<file path="config.mk">
export PLATFORM = sky130hd
export DESIGN_NAME = btrd_ram
export DESIGN_NICKNAME = d
export VERILOG_FILES = /design/src/rtl/btrd_ram.sv
export SDC_FILE = /design/constraint.sdc
export NUM_CORES = 1
export LEC_CHECK = 0
export BUFFER_PORTS_ARGS = -buffer_cell sky130_fd_sc_hd__buf_2
export CAP_MARGIN = 0
export CORE_UTILIZATION = 50
export CTS_BUF_LIST = sky130_fd_sc_hd__clkbuf_4 sky130_fd_sc_hd__clkbuf_8
export DETAILED_ROUTE_END_ITERATION = 8
export GPL_TIMING_DRIVEN = 0
export PLACE_DENSITY = 0.79
export SYNTH_ARGS = -nofsm -noshare
export SYNTH_HDL_FRONTEND = slang
export SYNTH_SLANG_ARGS = --single-unit
export TNS_END_PERCENT = 50
</file>
<file path="constraint.sdc">
create_clock -name clk_i -period 1.8 [get_ports clk_i]
set_input_delay 0.18 -clock clk_i [delete_from_list [all_inputs] [get_ports clk_i]]
set_output_delay 0.18 -clock clk_i [all_outputs]
set_load 0.02 [all_outputs]
</file>
<file path="src/rtl/btrd_ram.sv">
// ----------------------------------------------------------------------------
// btrd_ram: generic single-write, single-read RAM
// One write port and one read port; the read data is registered.
// ----------------------------------------------------------------------------
module btrd_ram #(
  parameter int unsigned WIDTH = 8,
  parameter int unsigned DEPTH = 16
) (
  input  logic                     clk_i,
  input  logic                     we_i,
  input  logic [$clog2(DEPTH)-1:0] waddr_i,
  input  logic [WIDTH-1:0]         wdata_i,
  input  logic [$clog2(DEPTH)-1:0] raddr_i,
  output logic [WIDTH-1:0]         rdata_o
);

  logic [WIDTH-1:0] mem_q [DEPTH];

  always_ff @(posedge clk_i) begin
    if (we_i) begin
      mem_q[waddr_i] <= wdata_i;
    end
    rdata_o <= mem_q[raddr_i];
  end

endmodule

</file>
==> flow_metrics.env <==
export IMPL_power_frac_seq_pct=51.1
export IMPL_cts_resized=1
export IMPL_htreeDepth=4
export IMPL_yosys_area_share_simple_pct=3.18
export IMPL_clock_sinks=136
export IMPL_synth_adder_area_share_pct=0
export IMPL_fp_coreArea_um2=9860
export IMPL_drive_gt1_share_pct=29.5
export IMPL_synth_cells=229
export IMPL_syn_nets=247
export IMPL_ant_nets=0
export IMPL_grt_pass1_wl_mm=13.3
export IMPL_n_antenna_cell=0
export IMPL_r2r_slack_ps=390
export IMPL_setup_ws_ps=258
export IMPL_grt_max_degree=17
export IMPL_num_vias=2374
export IMPL_worstSetupPathType="primary input to flop"
export IMPL_endpoint_kind="flop"
export IMPL_p_int_mw=5.67
export IMPL_ys_top_cells_by_area="edfxtp_1 (75%), mux4_2 (7.9%), mux4_1 (7.1%)"
export IMPL_max_freq_mhz=648
export IMPL_comb_power_share_pct=5.1
export IMPL_slew_headroom_pct=13.8
export IMPL_ir_drop_v=0.000695
export IMPL_synth_top_family_by_area="multiplexers"
export IMPL_maxSlewViolCount=0
export IMPL_synth_seq_area_share_pct=77.8
export IMPL_cp_start_kind="primary input"
export IMPL_setup_viol=0
export IMPL_ctsHoldBuffers=0
export IMPL_placedCellCount=386
export IMPL_nets=290
export IMPL_status="complete, no violations"
export IMPL_synth_compound_area_share_pct=2.33
export IMPL_wl_per_cell_um=21.8
export IMPL_port_buffers=24
export IMPL_drt_iter0_drc=180
export IMPL_wirelength_mm=9.12
export IMPL_cts_tree="yes"
export IMPL_fin_cells=418
export IMPL_power_share_switching_pct=18.4
export IMPL_startpoint="waddr_i[2]"
export IMPL_die_area_um2=10700
export IMPL_grt_pass1_vias=2312
export IMPL_maxCapViolCount=0
export IMPL_via_per_inst=5.68
export IMPL_ys_ff_latch=136
export IMPL_clk_pin_slew_ps=70
export IMPL_clkPwrFrac_pct=43.8
export IMPL_hold_path_class="primary input to flop"
export IMPL_routabilityCongestion=0.733
export IMPL_clockBufferDepth=2
export IMPL_tightest_slew_ps=1280
export IMPL_power_density_nw_per_um2=1170
export IMPL_clockRootBuffer="clkbuf_8"
export IMPL_grt_overflow=0
export IMPL_fp_dieH_um=103
export IMPL_rsz0062_at_grt="no"
export IMPL_final_cell_mix="edfxtp_1 (128), buf_2 (27), mux4_2 (18)"
export IMPL_skew_ps=8.81
export IMPL_multi_input_comb_area_um2=1060
export IMPL_period_minus_slack_ps=1540
export IMPL_hold_viol=0
export IMPL_layout_commonest_cell="edfxtp_1"
export IMPL_antenna_found_initial=0
export IMPL_fin_setup_tns_ps=0
export IMPL_dp_hpwl_mm=5.74
export IMPL_r2r_start="mem_q[1][0]"
export IMPL_synth_top_cell_by_area="edfxtp_1"
export IMPL_initial_core_util_pct=52.2
export IMPL_grtUsageTotal_pct=18.9
export IMPL_area_delta_synth_final_pct=15.3
export IMPL_finalCritPeriodShare_pct=85.7
export IMPL_regArea_um2=4000
export IMPL_syn_area_um2=5150
export IMPL_muxShareOfSynthArea_pct=15.0
export IMPL_power_switching_mw=1.28
export IMPL_cts_buffers=17
export IMPL_required_ps=1830
export IMPL_synth_cell_types=19
export IMPL_drc_errors=0
export IMPL_rows=36
export IMPL_crit_path_max_fanout=8
export IMPL_p_leak_nw=1.99
export IMPL_avgSynthCellArea_um2=22.5
export IMPL_drtPass1Iterations=6
export IMPL_insertion_delay_ps=420
export IMPL_synthDominantCellAreaShare_pct=74.7
export IMPL_io_pins=26
export IMPL_yosysWarningCount=0
export IMPL_min_from="wdata_i[2]"
export IMPL_pre_cts_ws_ps=-466
export IMPL_fill_cells=667
export IMPL_die_w_um=103
export IMPL_synthXorXnorAreaFrac_pct=0
export IMPL_postCtsSetupBuffers=0
export IMPL_worstPathArrival_ps=1580
==> flip-flops by register name (all words and copies together), names as in the netlist <==
register and flops:
mem_q 128, rdata_o 8
==> cell usage after synthesis <==
| cell | n |
|---|---|
| buf_2 | 3 |
| nand2_1 | 9 |
| mux4_2 | 18 |
| nor2b_1 | 1 |
| buf_4 | 1 |
| nand2b_1 | 2 |
| dfxtp_1 | 8 |
| nand3b_1 | 2 |
| nor2_1 | 13 |
| nor3_1 | 4 |
| nand3_1 | 1 |
| a22oi_1 | 16 |
| and2_1 | 1 |
| edfxtp_1 | 128 |
| buf_6 | 3 |
| or3b_2 | 1 |
| and2b_1 | 1 |
| clkdlybuf4s25_2 | 3 |
| mux4_1 | 14 |
==> routing by layer <==
layer  GRT usage (%)  part of all wire (%)  vias up
li1                -                     -     1059
met1            27.3                    44     1206
met2            28.0                    47       92
met3            4.30                   7.1       17
met4            8.34                   2.0        0
met5               0                     0        -
==> final cells by class <==
cell class | count | share of cell area [%]
buffer | 10 | 1.46
clock buffer | 22 | 4.58
clock inverter | 10 | 3.75
multi-input combinational | 83 | 17.9
sequential | 136 | 67.5
tap | 133 | 2.80
timing repair buffer | 24 | 2.02
==> metrics by stage <==
stage | total power, mW | instance area (um^2) | util (%) | hold slack, ps
finish | 6.96 | 5930 | 60.1 | 151
floorplan | 3.83 | 5150 | - | 279
global route | 7.13 | 5930 | 60.1 | 135
global placement | 3.96 | 5430 | 55.1 | 577
CTS | 6.99 | 5930 | 60.1 | 134
detailed placement | 3.98 | 5430 | 55.1 | 594
==> path summary, 6_finish.rpt <==
kind	to	depth (start not counted)
min	mem_q[8][2]	1
min reg2reg	rdata_o[1]	3
max reg2reg	rdata_o[0]	3
max	mem_q[8][5]	3
==> cells by family (layout without fill, tap and decap cells) <==
logic type             Yosys count  after routing
buffers and inverters           10             66
DFF                            136            136
muxes                           32             32
and+or+nand+nor                 35             35
AOI/OAI and AO/OA               16             16
==> critical path: stages <==
cell	delay, ps
buf_2	110
nand3b_1	260
nor3_1	1020
==> power groups by stage <==
stage / Clock [mW] / Combinational [mW] / Sequential, mW
2_1_floorplan: 0 / 0.180 / 3.65
3_3_place_gp: 0 / 0.345 / 3.62
3_5_place_dp: 0 / 0.355 / 3.62
4_1_cts: 3.08 / 0.357 / 3.55
5_1_grt: 3.19 / 0.381 / 3.56
6_report: 3.05 / 0.354 / 3.55
No activity file was read; power rests on OpenSTA's default activity.
