$ cat src/rtl/btrd_pkg.sv
// ----------------------------------------------------------------------------
// btrd_pkg: shared types and constants of the task release dispatcher
// Request and result layouts, the task table entry and time helpers.
// ----------------------------------------------------------------------------
package btrd_pkg;

  localparam int unsigned NTASK  = 16;
  localparam int unsigned IDX_W  = 4;
  localparam int unsigned CNT_W  = 5;
  localparam int unsigned TIME_W = 32;

  localparam logic [2:0] FUNC_ADD_PER  = 3'd0;
  localparam logic [2:0] FUNC_ADD_EVT  = 3'd1;
  localparam logic [2:0] FUNC_NOTIFY   = 3'd2;
  localparam logic [2:0] FUNC_POLL     = 3'd3;
  localparam logic [2:0] FUNC_COMPLETE = 3'd4;
  localparam logic [2:0] FUNC_QUERY    = 3'd5;

  localparam logic [2:0] KIND_ACCEPT   = 3'd0;
  localparam logic [2:0] KIND_REJECT   = 3'd1;
  localparam logic [2:0] KIND_DISPATCH = 3'd2;
  localparam logic [2:0] KIND_DONE     = 3'd3;
  localparam logic [2:0] KIND_COMPL    = 3'd4;
  localparam logic [2:0] KIND_REPORT   = 3'd5;

  localparam logic [1:0] MODE_NORMAL    = 2'd0;
  localparam logic [1:0] MODE_DEGRADED  = 2'd1;
  localparam logic [1:0] MODE_EMERGENCY = 2'd2;

  localparam logic [1:0] CFG_DEGRADED  = 2'd0;
  localparam logic [1:0] CFG_EMERGENCY = 2'd1;
  localparam logic [1:0] CFG_RECOVERY  = 2'd2;

  typedef struct packed {
    logic [2:0]        func;
    logic [1:0]        priority_req;
    logic [TIME_W-1:0] rel_period;
    logic [TIME_W-1:0] exec_budget;
    logic [IDX_W-1:0]  task_index;
    logic [TIME_W-1:0] now_us;
  } req_t;

  typedef struct packed {
    logic [2:0]        kind;
    logic [IDX_W-1:0]  task_id;
    logic [TIME_W-1:0] start_time;
    logic [1:0]        sched_mode;
    logic [15:0]       miss_count;
    logic [15:0]       skip_count;
    logic [15:0]       denial_count;
    logic [15:0]       overrun_total;
    logic [TIME_W-1:0] last_run_us;
    logic [TIME_W-1:0] longest_run_us;
    logic [CNT_W-1:0]  tasks_in_use;
    logic [15:0]       mode_changes;
  } res_t;

  typedef struct packed {
    logic [1:0]        cls;
    logic              is_event;
    logic [TIME_W-1:0] period;
    logic [TIME_W-1:0] budget;
    logic [TIME_W-1:0] next_rel;
    logic              pending;
    logic [15:0]       misses;
    logic [15:0]       skips;
    logic [15:0]       denials;
    logic [15:0]       overruns;
    logic [TIME_W-1:0] last_exec;
    logic [TIME_W-1:0] max_exec;
  } entry_t;

  // Add that sticks at the largest time instead of wrapping.
  function automatic logic [TIME_W-1:0] sat_add(logic [TIME_W-1:0] a,
                                                logic [TIME_W-1:0] b);
    logic [TIME_W:0] s;
    s = {1'b0, a} + {1'b0, b};
    return s[TIME_W] ? {TIME_W{1'b1}} : s[TIME_W-1:0];
  endfunction

  function automatic logic [15:0] inc16(logic [15:0] v);
    return (v == 16'hFFFF) ? v : v + 16'd1;
  endfunction

endpackage

$ cat src/rtl/btrd_rem.sv
// ----------------------------------------------------------------------------
// btrd_rem: iterative remainder unit
// Restoring division, one quotient bit per cycle; only the remainder is kept.
// ----------------------------------------------------------------------------
module btrd_rem (
  input  logic                        clk_i,
  input  logic                        rst_ni,
  input  logic                        start_i,
  input  logic [btrd_pkg::TIME_W-1:0] dividend_i,
  input  logic [btrd_pkg::TIME_W-1:0] divisor_i,
  output logic                        done_o,
  output logic [btrd_pkg::TIME_W-1:0] rem_o
);
  import btrd_pkg::*;

  localparam int unsigned CW = $clog2(TIME_W);

  logic              busy_q, busy_d, done_q, done_d;
  logic [CW-1:0]     cnt_q, cnt_d;
  logic [TIME_W:0]   rem_q, rem_d, shifted;
  logic [TIME_W-1:0] dvd_q, dvd_d, dvs_q, dvs_d;

  always_comb begin
    busy_d  = busy_q;
    done_d  = 1'b0;
    cnt_d   = cnt_q;
    rem_d   = rem_q;
    dvd_d   = dvd_q;
    dvs_d   = dvs_q;
    shifted = {rem_q[TIME_W-1:0], dvd_q[TIME_W-1]};
    if (start_i) begin
      busy_d = 1'b1;
      cnt_d  = '0;
      rem_d  = '0;
      dvd_d  = dividend_i;
      dvs_d  = divisor_i;
    end else if (busy_q) begin
      rem_d = (shifted >= {1'b0, dvs_q}) ? shifted - {1'b0, dvs_q} : shifted;
      dvd_d = {dvd_q[TIME_W-2:0], 1'b0};
      cnt_d = cnt_q + CW'(1);
      if (cnt_q == CW'(TIME_W - 1)) begin
        busy_d = 1'b0;
        done_d = 1'b1;
      end
    end
  end

  always_ff @(posedge clk_i or negedge rst_ni) begin
    if (!rst_ni) begin
      busy_q <= 1'b0;
      done_q <= 1'b0;
      cnt_q  <= '0;
    end else begin
      busy_q <= busy_d;
      done_q <= done_d;
      cnt_q  <= cnt_d;
    end
  end

  always_ff @(posedge clk_i) begin
    rem_q <= rem_d;
    dvd_q <= dvd_d;
    dvs_q <= dvs_d;
  end

  assign done_o = done_q;
  assign rem_o  = rem_q[TIME_W-1:0];

endmodule
$ cat config.mk
export PLATFORM = sky130hd
export DESIGN_NAME = btrd_rem
export DESIGN_NICKNAME = d
export VERILOG_FILES = /design/src/rtl/btrd_pkg.sv /design/src/rtl/btrd_rem.sv
export SDC_FILE = /design/constraint.sdc
export NUM_CORES = 1
export LEC_CHECK = 0
export ABC_AREA = 1
export BUFFER_PORTS_ARGS = -buffer_cell sky130_fd_sc_hd__buf_2
export CAP_MARGIN = 20
export CORE_MARGIN = 1.5
export CORE_UTILIZATION = 55
export DETAILED_ROUTE_END_ITERATION = 8
export PLACE_DENSITY = 0.77
export RECOVER_POWER = 100
export SYNTH_ARGS = -nofsm -noshare
export SYNTH_HDL_FRONTEND = slang
export SYNTH_SLANG_ARGS = --single-unit
$ cat constraint.sdc
create_clock -name clk_i -period 5.5 [get_ports clk_i]
set_input_delay 0.55 -clock clk_i [delete_from_list [all_inputs] [get_ports clk_i]]
set_output_delay 0.55 -clock clk_i [all_outputs]
set_load 0.01 [all_outputs]
==> impl_metrics.csv <==
group,metric,value,unit
run_status,outcome,"finished with violations",
run_status,violations,"capacitance limit, slew limit",
logic_synthesis,syn_nets,1090,
timing,min_period,3.264,ns
logic_synthesis,synth_edf_count,64,
clocking,cts_resized,0,
floorplanning,rows,40,
power_and_ir_drop,leakage,4.215,nW
clocking,cts_buffers,9,
drt,drcViolationCount,0,
finish,syn2layout_area_growth,11.85,%
logic_synthesis,yosysTopAreaCell,"edfxtp_1",
place,port_buffers,99,
worst_setup_path,cp_data_required_time,5.61,ns
drt,ant_nets,0,
global_route,grt-ovfl-total,0,
clocking,cts_sinks,103,
drt,first_iter_violations,382,
power_and_ir_drop,powerDensity,479.3,nW/um^2
timing,setup_slack,2.236,ns
clocking,insertion_delay,0.36,ns
floorplanning,die_area,13340,um^2
clocking,ctsHtreeMaxLevel,3,
worst_setup_path,arrival,3.37,ns
worst_setup_path,worst-path-buf-inv,2,
timing,rsz0062_at_grt,"false",
logic_synthesis,netlist.area_leader.share,27.62,%
logic_synthesis,yosysWarnings,0,
place,dp_slack,2.786,ns
place,postPlaceCellArea,7542,um^2
logic_synthesis,synth_area_leaders,"edfxtp_1 (28%), nand2_1 (22%), inv_1 (9.9%)",
clocking,ctsHoldBuffers,0,
floorplanning,core_area,12160,um^2
worst_setup_path,crit_fanout,43,
global_route,antenna_found_initial,0,
drt,vias_per_cell,4.937,
flow_run,maxCapViolations,1,
min_path,min_path_type,"input pin to async pin",
finish,antennaDiodeCount,0,
worst_setup_path,cpMaxStageDelayCell,"clkbuf_1",
worst_setup_path,path_class,"input pin to flip-flop",
worst_setup_path,crit_family,"buffers and inverters",
clocking,cts_tree,"done",
logic_synthesis,async_flop_share,6.796,%
floorplanning,start_util,57.22,%
timing,maxSlewViolCount,44,
worst_setup_path,start_kind,"input pin",
drt,post_drt_wl_per_cell,12.76,um
clocking,cts.clk_slew.worst_paths,0.08,ns
worst_setup_path,path_cells,"clkbuf_1 -> inv_1 -> nand2_1 -> nand2_1",
finish,drive_above_1_share,11.43,%
logic_synthesis,yosysSeqAreaShare,39.34,%
clocking,post_cts_buffers,0,
timing,tns,0,ns
finish,fin_cells,1253,
global_route,grt_pass1_vias,5721,
global_route,grtUsageTotal,25.50,%
logic_synthesis,syn_area,6959,um^2
floorplanning,io_pins,100,
drt,routed-via-count,6186,
logic_synthesis,synth-main-ff-cell,"edfxtp_1",
timing,finalSetupViolCount,0,
floorplanning,die_h,115.5,um
clocking,clock_path_buffers,2,
logic_synthesis,synthCells,988,
finish,fillers,1190,
place,routabilityCongestion,0.9356,
timing,period_share,59.34,%
timing,fin_skew,0.009557,ns
place,dp_cells,1237,
worst_setup_path,end_kind,"flip-flop",
global_route,grt_max_degree,45,
drt,totalWireLength,15.99,mm
timing,max_slew_margin,-32.94,%
finish,final_nets,1182,
place,hpwlAfterDp,12.03,mm
logic_synthesis,synthDistinctLibCells,38,
power_and_ir_drop,finalPower,3.731,mW
timing,max_freq,306.4,MHz
power_and_ir_drop,peakVddDrop,0.0003131,V
global_route,grt_pass1_wl,26.53,mm
logic_synthesis,synth-seq-cells,103,
drt,firstDrtPassIters,5,
finish,final_area,7784,um^2
worst_setup_path,crit_top_cell,"nand2_1",
worst_setup_path,max_stage_delay,1.39,ns
floorplanning,die_w,115.5,um
timing,final_hold_viol_count,0,
logic_synthesis,syn_avg_cell_area,7.044,um^2
clocking,clock-root-buffer,"clkbuf_16",
timing,worst_pin_slew,1.994,ns
placed cells by master (no fill, tap or decap), drive strengths merged, types with 3 or more instances in the layout:
cell type	n
nand3b	13
clkbuf	47
o21ai	17
nand3	81
nor2	53
a21oi	21
ha	34
nand4	10
xnor2	14
inv	191
o21bai	3
edfxtp	64
buf	66
dfxtp	32
dfrtp	7
clkinv	3
nand2	413
nor3	8
cell usage after synthesis, types with 2 or more instances:
library cell,n
nand2_1,401
inv_1,183
nand3_1,69
edfxtp_1,64
nor2_1,44
ha_1,34
dfxtp_1,32
a21oi_1,18
xnor2_1,14
nand3b_1,13
clkbuf_1,12
nand3_2,12
o21ai_1,12
nand2_2,10
nand4_1,10
buf_6,8
dfrtp_1,7
nor3_1,7
nor2_2,6
o21ai_0,5
inv_2,4
o21bai_1,3
a21oi_2,2
and2_1,2
nor2_4,2
nor4_1,2
final cells by class:
class                   count  area (um^2)  area share [%]
inverters                 188        705.7           9.066
flip-flops and latches    103         2738           35.17
clock buffers              10        229.0           2.942
repair buffers            103        476.7           6.124
clock inverters             6        61.31          0.7877
well taps                 168        210.2           2.701
multi-input cells         675         3363           43.21
state kept, by name, summed over array words and instances (netlist names):
signal	cells
dvd_q	32
rem_q	32
dvs_q	32
done_o	1
busy_q	1
cnt_q	5
per-stage QoR:
step / hold slack, ns / utilization [%]
after floorplan: 0.2544 / -
after global placement: 0.3955 / 62.02
after detailed placement: 0.3977 / 62.02
after CTS: 0.01272 / 64.40
after global routing: 0.1011 / 64.00
final: 0.08749 / 64.00
worst reg2reg max path, delay by kind of cell (launching register included):
| kind | cells | cell delay (ns) |
|---|---|---|
| compound gates | 1 | 0.11 |
| flops | 1 | 0.33 |
| simple gates | 9 | 1.46 |
| fa+ha+maj | 1 | 0.35 |
| buf+inv | 2 | 0.15 |
worst paths after layout:
path | slack (ns) | cells after the start | to | from
hold reg to reg | 0.49 | 2 | rem_q[21] | rem_q[21]
setup reg to reg | 2.94 | 13 | rem_q[10] | dvs_q[9]
min in group clk_i | 0.36 | 1 | dvs_q[8] | divisor_i[8]
hold / removal | 0.09 | 1 | cnt_q[4] | rst_ni
setup / recovery | 2.24 | 4 | dvd_q[19] | start_i
max in group asynchronous | 5.12 | 1 | cnt_q[1] | rst_ni
where the power goes:
group          switching (mW)  internal (mW)  leakage (nW)  total [mW]
Combinational            1.29          0.720          3.05        2.01
Sequential              0.118          0.976          1.02        1.09
Clock                   0.305          0.320         0.144       0.625
Total                    1.71           2.02          4.21        3.73
kinds of logic (layout without fill, tap and decap cells):
kind of cell	Yosys count	after routing	synth area share (%)
AND/OR/NAND/NOR	583	583	36.59
buffers and inverters	210	307	12.37
flip-flops	103	103	39.34
AO/OA/AOI/OAI	43	43	3.542
adder cells (fa/ha/maj)	35	35	6.401
XOR/XNOR	14	14	1.762
routing by layer:
metal  share of wire [%]  global-route usage, %  vias up
li1                    -                      -     3234
met1                  47                  35.81     2759
met2                  45                  40.36      167
met3                 4.9                  4.027       26
met4                 2.4                  8.724        0
met5                   0                      0        -
Note: power is estimated with default switching activity, not from simulation.
